## src/rtl/assert_macros.svh

```systemverilog
// Assertion macros shared by the RTL of the pulse tone channel.
// No dependencies; included by modules that carry concurrent checks.
`ifndef ASSERT_MACROS_SVH
`define ASSERT_MACROS_SVH

// Check a property on a given clock, off while the given active-low reset is low.
`define PTS_ASSERT_CLK(label, clk, rstn, prop, msg) \
    label: assert property (@(posedge clk) disable iff (!rstn) (prop)) else $error(msg);

// Check a property on the block clock aclk with reset aresetn.
`define PTS_ASSERT(label, prop, msg) \
    `PTS_ASSERT_CLK(label, aclk, aresetn, prop, msg)

`endif

```

## src/rtl/pts_pkg.sv

```systemverilog
// Shared types, codes and helper functions of the pulse tone sweep channel.
// No dependencies; used by pts_core and pulse_tone_sweep_channel.
`timescale 1ns / 1ps
`default_nettype none

package pts_pkg;

    localparam int PERIOD_W = 11;

    localparam logic [PERIOD_W-1:0] PERIOD_MAX = 11'h7FF;
    localparam logic [PERIOD_W-1:0] PERIOD_MIN = 11'h008;

    // Item operations
    localparam logic [1:0] OP_WRITE = 2'd0;
    localparam logic [1:0] OP_TIMER = 2'd1;
    localparam logic [1:0] OP_SWEEP = 2'd2;

    // Register selects for a write
    localparam logic [2:0] REG_DUTY     = 3'd0;
    localparam logic [2:0] REG_SWEEP    = 3'd1;
    localparam logic [2:0] REG_TIMER_LO = 3'd2;
    localparam logic [2:0] REG_TIMER_HI = 3'd3;
    localparam logic [2:0] REG_ENABLE   = 3'd4;

    typedef struct packed {
        logic [1:0] op;
        logic [2:0] reg_select;
        logic [7:0] write_data;
    } item_t;

    typedef struct packed {
        logic                tone_gate;
        logic                sweep_muted;
        logic [PERIOD_W-1:0] period;
    } status_t;

    // Mute when the period is too short, or an upward step would overflow.
    function automatic logic is_muted(
        input logic [PERIOD_W-1:0] period,
        input logic                down,
        input logic [2:0]          shift
    );
        logic [PERIOD_W:0] target;
        target = {1'b0, period} + {1'b0, (period >> shift)};
        return (period < PERIOD_MIN) || (!down && (target > {1'b0, PERIOD_MAX}));
    endfunction

    // Duty waveform: bit i of the row is the gate at duty step i.
    function automatic logic duty_bit(input logic [1:0] mode, input logic [2:0] step);
        logic [7:0] row;
        unique case (mode)
            2'd0: row = 8'b1000_0000;
            2'd1: row = 8'b1100_0000;
            2'd2: row = 8'b1111_0000;
            2'd3: row = 8'b0011_1111;
        endcase
        return row[step];
    endfunction

endpackage

`default_nettype wire

```

## src/rtl/pts_core.sv

```systemverilog
// Channel state of the pulse tone sweep channel: registers, timer, duty step
// and sweep unit, plus the status of the state after the update. Uses pts_pkg.
`timescale 1ns / 1ps
`default_nettype none

module pts_core (
    input  wire logic            aclk,
    input  wire logic            aresetn,
    input  wire logic            item_en,
    input  wire pts_pkg::item_t  item,
    input  wire logic            extra_sub,
    output pts_pkg::status_t     status_next
);

    logic [pts_pkg::PERIOD_W-1:0] period_reg, period_next;
    logic [pts_pkg::PERIOD_W-1:0] count_reg, count_next;
    logic [2:0] step_reg, step_next;
    logic [1:0] mode_reg, mode_next;
    logic       on_reg, on_next;
    logic       sweep_on_reg, sweep_on_next;
    logic [2:0] sweep_per_reg, sweep_per_next;
    logic       down_reg, down_next;
    logic [2:0] shift_reg, shift_next;
    logic       reload_reg, reload_next;
    logic [2:0] divider_reg, divider_next;

    logic                         cur_muted;
    logic                         next_muted;
    logic [pts_pkg::PERIOD_W-1:0] change;

    assign cur_muted = pts_pkg::is_muted(period_reg, down_reg, shift_reg);
    assign change    = period_reg >> shift_reg;

    always_comb begin
        period_next    = period_reg;
        count_next     = count_reg;
        step_next      = step_reg;
        mode_next      = mode_reg;
        on_next        = on_reg;
        sweep_on_next  = sweep_on_reg;
        sweep_per_next = sweep_per_reg;
        down_next      = down_reg;
        shift_next     = shift_reg;
        reload_next    = reload_reg;
        divider_next   = divider_reg;
        if (item_en) begin
            unique case (item.op)
                pts_pkg::OP_WRITE: begin
                    unique case (item.reg_select)
                        pts_pkg::REG_DUTY: begin
                            mode_next = item.write_data[7:6];
                        end
                        pts_pkg::REG_SWEEP: begin
                            sweep_on_next  = item.write_data[7];
                            sweep_per_next = item.write_data[6:4];
                            down_next      = item.write_data[3];
                            shift_next     = item.write_data[2:0];
                            reload_next    = 1'b1;
                        end
                        pts_pkg::REG_TIMER_LO: begin
                            period_next = {period_reg[10:8], item.write_data};
                        end
                        pts_pkg::REG_TIMER_HI: begin
                            period_next = {item.write_data[2:0], period_reg[7:0]};
                            step_next   = 3'd0;
                        end
                        pts_pkg::REG_ENABLE: begin
                            on_next = (item.write_data != 8'd0);
                        end
                        default: begin
                        end
                    endcase
                end
                pts_pkg::OP_TIMER: begin
                    // reload and step the duty sequencer downward on expiry
                    if (count_reg == '0) begin
                        step_next  = step_reg - 3'd1;
                        count_next = period_reg;
                    end else begin
                        count_next = count_reg - 11'd1;
                    end
                end
                pts_pkg::OP_SWEEP: begin
                    if ((divider_reg == 3'd0) && sweep_on_reg && !cur_muted
                            && (shift_reg != 3'd0)) begin
                        if (down_reg) begin
                            period_next = period_reg - change
                                          - {{(pts_pkg::PERIOD_W-1){1'b0}}, extra_sub};
                        end else begin
                            period_next = period_reg + change;
                        end
                    end
                    if ((divider_reg == 3'd0) || reload_reg) begin
                        divider_next = sweep_per_reg;
                        reload_next  = 1'b0;
                    end else begin
                        divider_next = divider_reg - 3'd1;
                    end
                end
                default: begin
                end
            endcase
        end
    end

    assign next_muted = pts_pkg::is_muted(period_next, down_next, shift_next);

    always_comb begin
        status_next.sweep_muted = next_muted;
        status_next.period      = period_next;
        status_next.tone_gate   = on_next && !next_muted
                                  && pts_pkg::duty_bit(mode_next, step_next);
    end

    always_ff @(posedge aclk) begin
        if (!aresetn) begin
            period_reg    <= '0;
            count_reg     <= '0;
            step_reg      <= '0;
            mode_reg      <= '0;
            on_reg        <= 1'b0;
            sweep_on_reg  <= 1'b0;
            sweep_per_reg <= '0;
            down_reg      <= 1'b0;
            shift_reg     <= '0;
            reload_reg    <= 1'b0;
            divider_reg   <= '0;
        end else begin
            period_reg    <= period_next;
            count_reg     <= count_next;
            step_reg      <= step_next;
            mode_reg      <= mode_next;
            on_reg        <= on_next;
            sweep_on_reg  <= sweep_on_next;
            sweep_per_reg <= sweep_per_next;
            down_reg      <= down_next;
            shift_reg     <= shift_next;
            reload_reg    <= reload_next;
            divider_reg   <= divider_next;
        end
    end

endmodule

`default_nettype wire

```

## src/rtl/pulse_tone_sweep_channel.sv

```systemverilog
// Pulse tone sweep channel top level: request and result registers around
// the channel state in pts_core. Depends on pts_pkg, pts_core, assert_macros.svh.
`timescale 1ns / 1ps
`default_nettype none

`include "assert_macros.svh"

// Square-wave tone channel with a period sweep. Each request on the s_ channel
// is a register write, a timer tick or a half-frame sweep tick; each request
// yields exactly one result on the m_ channel with the gate, mute flag and
// period of the channel state after that request. The block takes one request
// per clock unless the result register is full and not being taken. The
// accepting edge loads the request register; the request then passes through the
// state update into the result register, after which m_valid is high until the
// result is taken. The request register advances whenever the result register is
// empty or being taken, so throughput stays one request per cycle as long as
// m_ready is high. cfg_extra_negate_subtract sets the amount subtracted on a
// downward sweep (1 for the first channel, 0 for the second); write it only
// while no request is in flight. Envelope and length counter are not present.
module pulse_tone_sweep_channel (
    input  wire logic        aclk,
    input  wire logic        aresetn,
    // configuration write
    input  wire logic        cfg_valid,
    output logic             cfg_ready,
    input  wire logic        cfg_extra_negate_subtract,
    // requests
    input  wire logic        s_valid,
    output logic             s_ready,
    input  wire logic [1:0]  s_op,
    input  wire logic [2:0]  s_reg_select,
    input  wire logic [7:0]  s_write_data,
    // results
    output logic             m_valid,
    input  wire logic        m_ready,
    output logic             m_tone_gate,
    output logic             m_sweep_muted,
    output logic [10:0]      m_period
);

    logic             extra_reg;
    logic             in_valid_reg;
    pts_pkg::item_t   in_item_reg;
    logic             out_valid_reg;
    pts_pkg::status_t out_status_reg;
    pts_pkg::status_t status_next;
    logic             advance;

    // The register is always writable; writes are registered.
    assign cfg_ready = 1'b1;

    always_ff @(posedge aclk) begin
        if (!aresetn) begin
            extra_reg <= 1'b0;
        end else if (cfg_valid && cfg_ready) begin
            extra_reg <= cfg_extra_negate_subtract;
        end
    end

    // Move the held request into the state when the result slot is free or being taken.
    assign advance = in_valid_reg && (!out_valid_reg || m_ready);
    assign s_ready = !in_valid_reg || advance;

    always_ff @(posedge aclk) begin
        if (!aresetn) begin
            in_valid_reg <= 1'b0;
        end else if (s_ready) begin
            in_valid_reg <= s_valid;
        end
    end

    // Payload needs no reset; capture on every accepted request.
    always_ff @(posedge aclk) begin
        if (s_valid && s_ready) begin
            in_item_reg.op         <= s_op;
            in_item_reg.reg_select <= s_reg_select;
            in_item_reg.write_data <= s_write_data;
        end
    end

    pts_core u_core (
        .aclk        (aclk),
        .aresetn     (aresetn),
        .item_en     (advance),
        .item        (in_item_reg),
        .extra_sub   (extra_reg),
        .status_next (status_next)
    );

    // Result register: load on advance, drop the valid flag once taken.
    always_ff @(posedge aclk) begin
        if (!aresetn) begin
            out_valid_reg <= 1'b0;
        end else if (advance) begin
            out_valid_reg <= 1'b1;
        end else if (m_ready) begin
            out_valid_reg <= 1'b0;
        end
    end

    always_ff @(posedge aclk) begin
        if (advance) begin
            out_status_reg <= status_next;
        end
    end

    assign m_valid       = out_valid_reg;
    assign m_tone_gate   = out_status_reg.tone_gate;
    assign m_sweep_muted = out_status_reg.sweep_muted;
    assign m_period      = out_status_reg.period;

    `PTS_ASSERT(a_held_request_kept, (in_valid_reg && !advance) |=> in_valid_reg, "request lost in request register")
    `PTS_ASSERT(a_advance_gives_result, advance |=> out_valid_reg, "advanced request produced no result")
    `PTS_ASSERT(a_short_period_muted, (m_valid && (m_period < pts_pkg::PERIOD_MIN)) |-> m_sweep_muted, "short period not muted")
    `PTS_ASSERT(a_gate_off_when_muted, (m_valid && m_sweep_muted) |-> !m_tone_gate, "gate high while muted")

endmodule

`default_nettype wire
```

## config.mk

```make
export PLATFORM = sky130hd
export DESIGN_NAME = pulse_tone_sweep_channel
export DESIGN_NICKNAME = d
export VERILOG_FILES = /design/src/rtl/pts_pkg.sv /design/src/rtl/pts_core.sv /design/src/rtl/pulse_tone_sweep_channel.sv
export VERILOG_INCLUDE_DIRS = /design/src /design/src/rtl
export SDC_FILE = /design/constraint.sdc
export NUM_CORES = 1
export LEC_CHECK = 0
export BUFFER_PORTS_ARGS = -buffer_cell sky130_fd_sc_hd__buf_4
export CELL_PAD_IN_SITES_DETAIL_PLACEMENT = 1
export CELL_PAD_IN_SITES_GLOBAL_PLACEMENT = 1
export CORE_MARGIN = 3
export CORE_UTILIZATION = 47
export DETAILED_ROUTE_END_ITERATION = 10
export PLACE_DENSITY = 0.91
export SETUP_SLACK_MARGIN = 0.1
export SLEW_MARGIN = 0
export SYNTH_ARGS = -nofsm -noshare
export SYNTH_HDL_FRONTEND = slang
export SYNTH_HIERARCHICAL = 1
export SYNTH_SLANG_ARGS = --single-unit
```

## constraint.sdc

```tcl
create_clock -name aclk -period 6.4 [get_ports aclk]
set_clock_uncertainty 0.1 [all_clocks]
set_input_delay 0.64 -clock aclk [delete_from_list [all_inputs] [get_ports aclk]]
set_output_delay 0.64 -clock aclk [all_outputs]
set_load 0.005 [all_outputs]
```

== Yosys cells after proc, flatten, opt, wreduce, memory -nomap -nowiden ==
Index checks and enable logic that the tools add are counted.
Operators by class
  add/subtract/negate cells: 8
  multiply operators: 0
  div/mod/pow operators: 0
  magnitude comparators: 5
  eq/ne operators: 11
  shift operators: 2
  multiplexer cells: 31
  bitwise gates (word level): 0
  reduce and logical (&&, ||, !) cells: 33
Operator list (count)
  11-bit 2-to-1 mux: 4
  11-bit one-hot mux with 2 select lines: 2
  8-bit one-hot mux with 4 select lines: 1
  11-bit by 11-bit adder with 12-bit output: 2
  12-bit by 11-bit > comparator with 1-bit output, second input constant: 2
  11-bit by 4-bit less-than comparator with 1-bit output, second input constant: 2
  11-bit by 3-bit >> shifter with 11-bit output: 2
  3-bit 2-to-1 mux: 7
  11-bit adder: 1
  11-bit zero test: 1
  1-bit 2-to-1 mux: 11
  11-bit by 1-bit subtractor with 11-bit output: 1
  11-bit by 1-bit subtractor with 11-bit output, second input constant: 1
  11-bit subtractor: 1
  1-bit logical AND: 9
  8-bit nonzero test: 1
  2-bit == test, second input constant: 3
  3-bit by 2-bit == test with 1-bit output, second input constant: 2
  1-bit zero test: 6
  3-bit zero test: 2
  2-bit 2-to-1 mux: 3
  3-bit one-hot mux with 2 select lines: 1
  3-bit by 1-bit subtractor with 3-bit output, second input constant: 2
  1-bit logical OR: 5
  13 further kinds: 18
Word-level totals
  register bits: 69
  bits in latches: 0
  memory bits (writable): 0
  memory bits (read-only): 0
  input port bits: 19
  output and inout port bits: 16
  logic and storage cells: 110
  memories kept: 0

== Logic depth before layout (Yosys ltp) ==
Gate-level depths: netlist of run 1.
  word-level depth: 19
  depth in mapped cells: 31
  gate-level depth less buffers: 30

== Modules after synthesis ==
Netlist of run 1, hierarchy kept.
Modules (own cells, without submodules)
  pts_core: instances 1, cells each 632, area each 4699.5 sq um, seq. area each 800.8 sq um
  pulse_tone_sweep_channel: instances 1, cells each 40, area each 932.1 sq um, seq. area each 840.8 sq um

== Worst setup path after synthesis of run 1 ==
OpenSTA, ideal clock, no wires.
  kind: register to register
  start point: register u_core.shift_reg[0]
  end point: register out_status_reg, in the netlist m_sweep_muted, data pin
  library setup time: 0.251 ns
  arrival: 5.021 ns
  required time: 6.049 ns
  setup slack: 1.028 ns
  stages on the path, launching flop included: 29
  buffers on the path: 3
  period minus slack after synthesis: 5.372 ns
  cells stage by stage: dfxtp_1 buf_2 buf_1 mux2i_1 nand2_1 nand2_1 a21oi_1 ha_1 inv_1 ha_1 inv_1 or3_1 o221ai_1 xor2_1 a221oi_2 nor3_1 a2111oi_2 a22oi_1 a21o_1 ha_1 a21o_1 a21o_1 a21oi_1 o21ai_0 a21oi_1 o21ai_0 nand2_1 o31ai_4 buf_4
On the way
  longest elaborated chain between the ends: 16
  elaborated cells on any way between the ends: 25
  classes of those cells: add/sub (5); order compare (3); shift (2); mux (7); reduce/logical (8)
RTL lines
  start, declared: line pts_core.sv:23  | logic [2:0] shift_reg, shift_next;
  start signal, assigned: line pts_core.sv:137  | shift_reg <= shift_next;
  11-bit by 3-bit >> shifter with 11-bit output: line pts_pkg.sv:44, pts_core.sv:32
  11-bit by 11-bit adder with 12-bit output: line pts_pkg.sv:44  | target = {1'b0, period} + {1'b0, (period >> shift)};
  12-bit by 11-bit > comparator with 1-bit output: line pts_pkg.sv:45  | return (period < PERIOD_MIN) || (!down && (target > {1'b0, PERIOD_MAX}));
  1-bit logical AND: line pts_pkg.sv:45
  1-bit logical OR: line pts_pkg.sv:45
  1-bit zero test: line pts_core.sv:84  | if ((divider_reg == 3'd0) && sweep_on_reg && !cur_muted
  1-bit logical AND: line pts_core.sv:84
  1-bit logical AND: line pts_core.sv:85  | && (shift_reg != 3'd0)) begin
  11-bit 2-to-1 mux: line pts_core.sv:84
  11-bit one-hot mux with 2 select lines: line pts_core.sv:47  | unique case (item.op)
  11-bit 2-to-1 mux: line pts_core.sv:46  | if (item_en) begin
  11-bit by 3-bit >> shifter with 11-bit output: line pts_pkg.sv:44
  11-bit by 11-bit adder with 12-bit output: line pts_pkg.sv:44
  12-bit by 11-bit > comparator with 1-bit output: line pts_pkg.sv:45
  1-bit logical AND: line pts_pkg.sv:45
  1-bit logical OR *: line pts_pkg.sv:45
  net u_core.next_muted: line pts_core.sv:28  | logic next_muted;
  end signal, assigned: line pulse_tone_sweep_channel.sv:103  | out_status_reg <= status_next;
  end, declared: line pulse_tone_sweep_channel.sv:45  | pts_pkg::status_t out_status_reg;
The timed path passes the listed nets; every way through them passes the cells marked *.
A chain may end at the register's enable or synchronous reset.

==> impl_results.md, run 1 <==
- Initial antenna violation count: 0
- Setup Crit Path Kind: reg -> reg
- Area of the multi-input gates: 3730 um^2
- Nets@finish: 771
- Mapped Area: 5630 um^2
- Worst slew margin: 0.162
- Initial DRC Count: 440
- Std-Cell Rows: 39
- RSZ-0062 raised after global routing: false
- Post-DP HPWL: 14.3 mm
- Highest Clock Rate: 0.171 GHz
- GRT Total Usage: 0.289
- Design Area, Final: 6410 um^2
- Pin count of the biggest net entering global routing: 27
- Clock root cell: clkbuf_16
- Worst hold path class: in -> reg
- TritonCTS clock tree: built
- Worst-skew pair later-pin latency: 340 ps
- Share of layout cells above drive strength 1: 0.152
- Post-route setup slack: 549 ps
- Synth area leaders: dfxtp_1 (15%), edfxtp_1 (14%), ha_1 (10%)
- Vias in the first global route: 5685
- Sequential-to-total area share from yosys stat: 0.291
- Critical Path End Type: flop
- Gr busiest metal: met2
- Cell Area, Placed: slightly above 6000 um^2
- Post-synth EDFFs: 26
- Remaining antenna violation count: 0
- CTS buffer count: 9
- Final setup TNS: 0 ps
- Port Buffers: 33
- Post-synth ARST share: 0
- Clock slew at reported path FFs: around 60 ps
- Arrival time worst endpoint: just under 6000 ps
- Drc violations: 0
- Yosys reg bits: 69
- Vias: roughly 5500
- Core region area: around 12000 um^2
- Netlist cell types: 87
- Fin util: 0.555
- CP Max Fanout: 5
- Clock buffer depth: 2
- Chip Height: 115 um
- Worst-Margin Slew: ~1300 ps
- Hold slack: 372 ps
- CP startpoint kind: flop
- Warnings, synthesis: 6
- Chip width: 115 um
- Final Setup Violations: 0
- Area growth, synth to finish: 13.9%
- Grt met1 use: 0.339
- # hold bufs at CTS: 0
- Fin crit share: 0.914
- DRT Pass-1 Iters: 5
- CP Data Required Time: 6490 ps
- Cell count after synthesis: ~670
- Outcome: completed
- Max-Cap Viols: 0
- Max reg flops: 13
- Pleak: approximately 2.7 nW
- Met2 Resource Use GR: 0.508
- Peak supply drop: 172 uV
- Post-DR wirelength/cell: 22.2 um
- Fill count: between 1000 and 1500
- FF+latch area: 1650 um^2
- Tmin final: 5850 ps
- Die Footprint: 13300 um^2
- Final number of hold-violating endpoints: 0
- M3 GR Usage: 0.0616
- Synth top area share: 0.153
- Final global-route overflow total: 0
- Clock sink count: 69
- N_diodes: 0
- Synthesized net count: 739
- First-pass GRT wire length: between 20 and 30 mm
- Power per cell area: 201 nW/um^2
- Number of vias per cell: around 6.4
- Main synth FF type: dfxtp_1
- # H-tree levels: 3
- IO Count: 35
- Top post-synthesis cells by count: nor2_1 (64), a21oi_1 (59), nand2_1 (55)
- Syn Area/Cell: 8.38 um^2
- Yosys top cell by area: dfxtp_1
- Final GP Congestion: roughly 0.99
- Dpl ws: 239 ps
- Slew Limit Fails: 0
- Most frequent cell after synthesis: nor2_1
- WL final: 18.9 mm
- Initial Util: 0.487
## stage by stage
| step | total power (W) | cells |
|---|---|---|
| after floorplan | 0.000672 | 672 |
| after global placement | 0.000739 | 836 |
| after detailed placement | 0.000752 | 836 |
| after CTS | 0.00129 | 852 |
| after global routing | 0.00134 | 852 |
| final | 0.00129 | 852 |
## timing repair
action	in CTS	in global routing
endpoints found under the setup margin	0	2
resized for setup	0	14
buffers inserted	0	0
## cells in the final DEF (no fill, tap or decap), types with 20 or more instances in the layout
master / count
a21oi_1: 58
buf_4: 47
dfxtp_1: 38
edfxtp_1: 26
ha_1: 44
inv_1: 46
mux2i_1: 27
nand2_1: 55
nor2_1: 64
nor3_1: 20
o21ai_0: 32
## where the power goes
group	internal [W]	total (W)	switching (W)	leakage, nW
combinational	0.000104	0.000264	0.000160	1.96
sequential	0.000473	0.000490	0.0000173	0.603
clock	0.000341	0.000532	0.000191	0.156
## worst max-delay path: stages, from the launching register on
cell and delay, ps:
dfxtp_2 420, inv_1 150, o21ai_0 280, a21oi_1 140, o21a_1 210, fa_1 420, fa_1 440, nand2b_1 210
a221oi_2 350, nor2_1 120, xor2_1 170, o211ai_1 280, a31o_2 250, inv_2 70, mux2_2 290, o2bb2ai_1 150
mux2i_1 100, ha_1 320, a21o_1 180, a21o_1 180, a21oi_1 130, o21ai_0 100, a21oi_1 170, o21ai_0 120
nand2_1 120, o31ai_4 80, nor3_2 170
## routing by layer
metal	vias up	wire, um
li1	2521	-
met1	2713	7580
met2	198	9370
met3	57	1290
met4	0	684
met5	-	0
## cells by family (layout without fill, tap and decap cells)
group	Yosys count	count (layout)	share of synthesized area
AOI/OAI and AO/OA	197	197	0.248
xor gates and xnor gates	11	11	0.0171
adders and majority gates	48	48	0.111
buffers and inverters	75	112	0.0527
DFF	69	69	0.291
muxes	36	36	0.0660
other	1	1	0.000666
and+or+nand+nor	235	235	0.214
## cell type report
cell class / count / area share
flip-flops and latches: 69 / 0.257
well taps: 143 / 0.0279
inverters: 49 / 0.0287
clock buffers: 10 / 0.0357
repair buffers: 47 / 0.0550
multi-input cells: 528 / 0.582
clock inverters: 6 / 0.0137
## final timing paths
kind	from	endpoint	slack, ps	depth (start not counted)
worst max register to register	u_core/period_reg[2]	m_tone_gate	550	26
worst min-delay path	s_reg_select[2]	in_item_reg[10]	370	1
worst min register to register	u_core/divider_reg[1]	u_core/divider_reg[1]	370	2
worst max-delay path	u_core/period_reg[2]	m_tone_gate	550	26
No activity file was read; power rests on OpenSTA's default activity.
==> run 2: changes to the inputs <==
- clock period: 6.4 -> 6 ns (I/O delays scaled with it)
==> impl_results.md, run 2 (synthesis results as in run 1) <==
- Most frequent cells in the layout: buf_4 (71), nor2_1 (63), a21oi_1 (57), nand2_1 (55), inv_1 (45)
- Port Buffers: 33
- Clock buffer depth: 2
- Core region area: 11600 um^2
- Initial antenna violation count: 0
- Post-DR wirelength/cell: 23.2 um
- # hold bufs at CTS: 0
- Hold slack: 335 ps
- Critical Path End Type: flop
- TritonCTS clock tree: built
- Highest Clock Rate: 0.173 GHz
- Area growth, synth to finish: 18.5%
- CP startpoint kind: flop
- First-pass GRT wire length: 31.6 mm
- Chip width: 115 um
- Crit path max-delay family: compound AO/OA/AOI/OAI gates
- Worst-skew pair later-pin latency: between 300 and 400 ps
- Final setup TNS: 0 ps
- Power per cell area: just over 200 nW/um^2
- # H-tree levels: 3
- Vias: 5652
- Share of layout cells above drive strength 1: 0.202
- Vias in the first global route: 5927
- GRT Total Usage: 0.306
- Worst slew margin: 0.156
- Slowest CP cell: a2111oi_2
- Design Area, Final: 6680 um^2
- CTS buffer count: 9
- Tmin final: around 5800 ps
- N_diodes: 0
- Fin crit share: 0.965
- Std-Cell Rows: 39
- R2r setup slk: ~210 ps
- Max reg flops: 13
- Setup Crit Path Kind: reg -> reg
- Worst hold path class: in -> reg
- Chip Height: 115 um
- Clock root cell: clkbuf_16
- IO Count: 35
- Pin count of the biggest net entering global routing: 27
- Max-Cap Viols: 0
- Final number of hold-violating endpoints: 0
- Final GP Congestion: 0.955
- Initial DRC Count: 506
- Post-DP HPWL: 15.1 mm
- Arrival time worst endpoint: 5860 ps
- Pleak: about 2.9 nW
- CP peak stage delay: 460 ps
- Nets@finish: 795
- Remaining antenna violation count: 0
- Number of vias per cell: 6.45
- Clock sink count: 69
- Clock slew at reported path FFs: roughly 60 ps
- Final global-route overflow total: 0
- Initial Util: 0.487
- Commonest non-fill, non-tap cell in the layout: buf_4
- Outcome: completed
- Die Footprint: 13300 um^2
- Peak supply drop: 221 uV
- CP Max Fanout: 9
- WL final: roughly 20 mm
- Worst-Margin Slew: 1270 ps
- CP bufs+invs: 2
- CP Data Required Time: 6070 ps
- Drc violations: 0
- DRT Pass-1 Iters: 5
- Slew Limit Fails: 0
- Cell Area, Placed: about 6100 um^2
- Final Setup Violations: 0
[run 2: worst paths after layout]
| kind | start | endpoint | cells past startpoint |
|---|---|---|---|
| worst max-delay path | u_core/shift_reg[0] | m_tone_gate | 27 |
| worst min-delay path | s_write_data[6] | in_item_reg[6] | 1 |
| worst max register to register | u_core/shift_reg[0] | m_tone_gate | 27 |
| worst min register to register | u_core/count_reg[10] | u_core/count_reg[10] | 2 |
[run 2: worst register-to-register path, cell delays in order (launching register included)]
cell and delay [ps]:
dfxtp_4 420, buf_4 190, nand2_1 70, o21ai_1 130, o21ai_1 100, o22ai_1 280, ha_1 320, inv_1 150
ha_1 250, nand2_1 130, or3_4 400, o221ai_2 190, xor2_1 140, a221oi_2 330, nor3_1 120, a2111oi_2 460
a22oi_1 210, a21o_1 220, ha_1 170, a21o_1 170, a21o_1 170, a21oi_1 140, o21ai_0 100, a21oi_1 150
o21ai_0 90, nand2_1 120, o31ai_4 90, nor3_2 220
[run 2: layer usage]
metal	GRT usage	up-vias	routed length, um
met1	0.361	2757	7930
met5	0	-	0
met2	0.535	228	10100
met4	0.159	0	1000
li1	-	2583	-
met3	0.0480	84	1250
[run 2: what timing repair did]
action	CTS	global route
resized for setup	3	37
buffers inserted	0	12
hold endpoints to repair	0	0
pin swaps	0	8
setup endpoints to repair	2	2
[run 2: where the power goes]
| part | total (W) | internal [W] | switching [W] |
|---|---|---|---|
| combinational | 0.000304 | 0.000124 | 0.000181 |
| clock | 0.000551 | 0.000341 | 0.000210 |
| sequential | 0.000523 | 0.000504 | 0.0000185 |
| total | 0.00138 | 0.000969 | 0.000409 |
[run 2: layout make-up]
cell class                 count  area [um^2]
clock buffer                  12          289
clock inverter                 4         26.3
fill                        1339         4890
inverter                      49          184
multi-input combinational    528         3810
sequential                    69         1650
tap                          143          179
timing repair buffer          71          533
[run 2: through the flow]
step / setup slack, ps / utilization / total power (W) / cells
after CTS: 138 / 0.558 / 0.00136 / 864
after floorplan: 628 / - / 0.000716 / 672
final: 208 / 0.577 / 0.00138 / 876
after global routing: -19.1 / 0.577 / 0.00143 / 876
after detailed placement: 24.4 / 0.531 / 0.000810 / 848
after global placement: 267 / 0.531 / 0.000795 / 848
==> run 3: changes to the inputs <==
- CORE_UTILIZATION: 47 -> 48
- PLACE_DENSITY: 0.91 -> 0.92
- SYNTH_HIERARCHICAL: 1 -> default
==> impl_results.md, run 3 <==
- Netlist cell types: 80
- Post-synth EDFFs: 26
- Main synth FF type: dfxtp_1
- Share of layout cells above drive strength 1: 0.257
- Tmin final: between 6000 and 7000 ps
- Fill count: ~1300
- GRT Total Usage: 0.326
- CP Data Required Time: between 6000 and 7000 ps
- Clock slew at reported path FFs: around 70 ps
- Hold Crit Depth: 1
- Sw frac: 0.302
- Post-route setup slack: -39.9 ps
- Std-Cell Rows: 38
- Yosys reg bits: 69
- Critical Path End Type: flop
- CP Max Fanout: 6
- Worst-Margin Slew: 947 ps
- Post-DP HPWL: about 15 mm
- CTS buffer count: 9
- Die Footprint: 12900 um^2
- Syn Area/Cell: 8.66 um^2
- DR WL met3: 1.52 mm
- DR top layer: met4
- Most frequent cells in the layout: buf_4 (91), nor2_1 (42), inv_1 (41), ha_1 (41), dfxtp_1 (38)
- Highest Clock Rate: 0.166 GHz
- Chip width: about 110 um
- # H-tree levels: 3
- N_diodes: 0
- Outcome: complete, but fails checks
- Int Pwr: around 0.0009 W
- Post-synth ARST share: 0
- Warnings, synthesis: 0
- Total power: roughly 0.0013 W
- Number of vias per cell: 6.68
- Arrival time worst endpoint: 6100 ps
- Peak supply drop: roughly 140 uV
- Synth top area share: 0.155
- Pleak: 2.99 nW
- FF-to-FF End: m_tone_gate
- TritonCTS clock tree: built
- Port Buffers: 33
- R2r worst-path depth: 27
- Setup Crit Path Kind: reg -> reg
- Initial Util: 0.501
- Synthesized net count: 708
- Final GP Congestion: between 0.9 and 1
- Clock power share: 0.389
- Failing checks: setup timing
- Wire length on met2: 11.4 mm
- Max reg flops: 13
- Yosys top cell by area: dfxtp_1
- RSZ-0062 raised after global routing: true
- Pin count of the biggest net entering global routing: 44
- DRT Pass-1 Iters: 6
- Initial DRC Count: 550
- Worst slew margin: 0.361
- Synth area leaders: dfxtp_1 (16%), edfxtp_1 (14%), ha_1 (10%)
- Commonest non-fill, non-tap cell in the layout: buf_4
- Remaining antenna violation count: 0
- Area growth, synth to finish: 24.0%
- Core region area: 11100 um^2
- Vias in the first global route: 5974
- Max-Cap Viols: 0
- CP peak stage delay: 460 ps
- Slowest CP cell: fa_2
- R2r setup slk: -40 ps
- Met1 Wirelength: 8.27 mm
- Placed Cells: 836
- Final global-route overflow total: 0
- Fin crit share: 1.01
- Gate power share: 0.202
- CP startpoint kind: flop
- Power per cell area: 186 nW/um^2
- Clock buffer depth: 2
- # hold bufs at CTS: 0
- Sw power: between 0.0003 and 0.0004 W
- Initial antenna violation count: 0
- Worst hold path endpoint: in_item_reg[7]
- Drc violations: 0
- Clock sink count: 69
- First-pass GRT wire length: 32.7 mm
- WL final: between 20 and 25 mm
- Chip Height: 114 um
- Mapped Area: 5550 um^2
- Slew Limit Fails: 0
- Hold Crit Start: s_write_data[7]
- Worst-skew pair later-pin latency: approximately 340 ps
- Sequential-to-total area share from yosys stat: 0.296
- Cell count after synthesis: 641
- Vias: 5798
- Post-DR wirelength/cell: 26.0 um
- Non-Filler Instances: 868
- Clock root cell: clkbuf_16
- Worst hold path class: in -> reg
- Most frequent cell after synthesis: ha_1
- IO Count: 35
- Nets@finish: 790
- Sequential share of power: 0.409
- Top post-synthesis cells by count: ha_1 (45), nor2_1 (44), dfxtp_1 (43), inv_1 (43), a21oi_1 (41)
- Final number of hold-violating endpoints: 0
- Reg-to-Reg Start: u_core.shift_reg[0]
- Final Setup Violations: 1
==> run 3: area by class of cell <==
class                           instances  area [um^2]  share of cell area
Clock buffer                           13          240              0.0349
Clock inverter                          3         21.3             0.00309
Inverter                               44          165              0.0240
Multi-Input combinational cell        503         3870               0.563
Sequential cell                        69         1660               0.241
Tap cell                              140          175              0.0255
Timing Repair Buffer                   96          748               0.109
==> run 3: logic make-up (layout without fill, tap and decap cells) <==
| family | count (synthesis) | count (layout) | synth area share |
|---|---|---|---|
| DFF | 69 | 69 | 0.296 |
| buffers and inverters | 69 | 156 | 0.0503 |
| and+or+nand+nor | 225 | 225 | 0.218 |
| adders and majority gates | 48 | 48 | 0.112 |
| other | 1 | 1 | 0.000676 |
| muxes | 45 | 45 | 0.0875 |
| xor gates and xnor gates | 13 | 13 | 0.0205 |
| AOI/OAI and AO/OA | 171 | 171 | 0.215 |
==> run 3: worst max-delay path by stage <==
stage                  endpoint  slack [ps]                 from
floorplan           m_tone_gate         170  u_core.shift_reg[0]
global placement    m_tone_gate        -200  u_core.shift_reg[0]
detailed placement  m_tone_gate        -480  u_core.shift_reg[0]
CTS                 m_tone_gate         120  u_core.shift_reg[0]
global route        m_tone_gate        -330  u_core.shift_reg[0]
finish              m_tone_gate         -40  u_core.shift_reg[0]
==> run 3: power by group through the flow <==
stage	clock network [W]	logic [W]	registers, W
global route	0.000522	0.000279	0.000524
floorplan	0	0.000143	0.000524
finish	0.000498	0.000259	0.000523
detailed placement	0	0.000223	0.000531
global placement	0	0.000209	0.000530
CTS	0.000500	0.000234	0.000522
==> run 3: timing repair <==
item	4_1_cts	5_1_grt
pin swaps	2	23
buffers inserted	1	15
resized for setup	19	58
setup endpoints to repair	2	2
==> run 3: layer usage <==
metal  GRT usage  vias up
li1            -     2516
met1       0.367     2887
met2       0.570      287
met3      0.0647      108
met4       0.188        0
met5           0        -
==> run 3: per-stage QoR <==
stage	area, um^2	setup TNS (ps)	setup slack [ps]	hold slack, ps	util
finish	6880	-39.9	-39.9	334	0.621
floorplan	5550	0	168	331	-
global route	6880	-481	-331	327	0.621
detailed placement	6210	-723	-478	394	0.561
global placement	6210	-247	-200	346	0.561
CTS	6540	0	122	327	0.590
==> run 3: critical path, delay by kind of cell, from the launching register on <==
family                   cells  cell delay [ps]
buffers and inverters        2              290
AND/OR/NAND/NOR              5              520
flip-flops                   1              380
XOR/XNOR                     1              180
adder cells (fa/ha/maj)      3              940
multiplexers                 2              650
AO/OA/AOI/OAI               14             2780
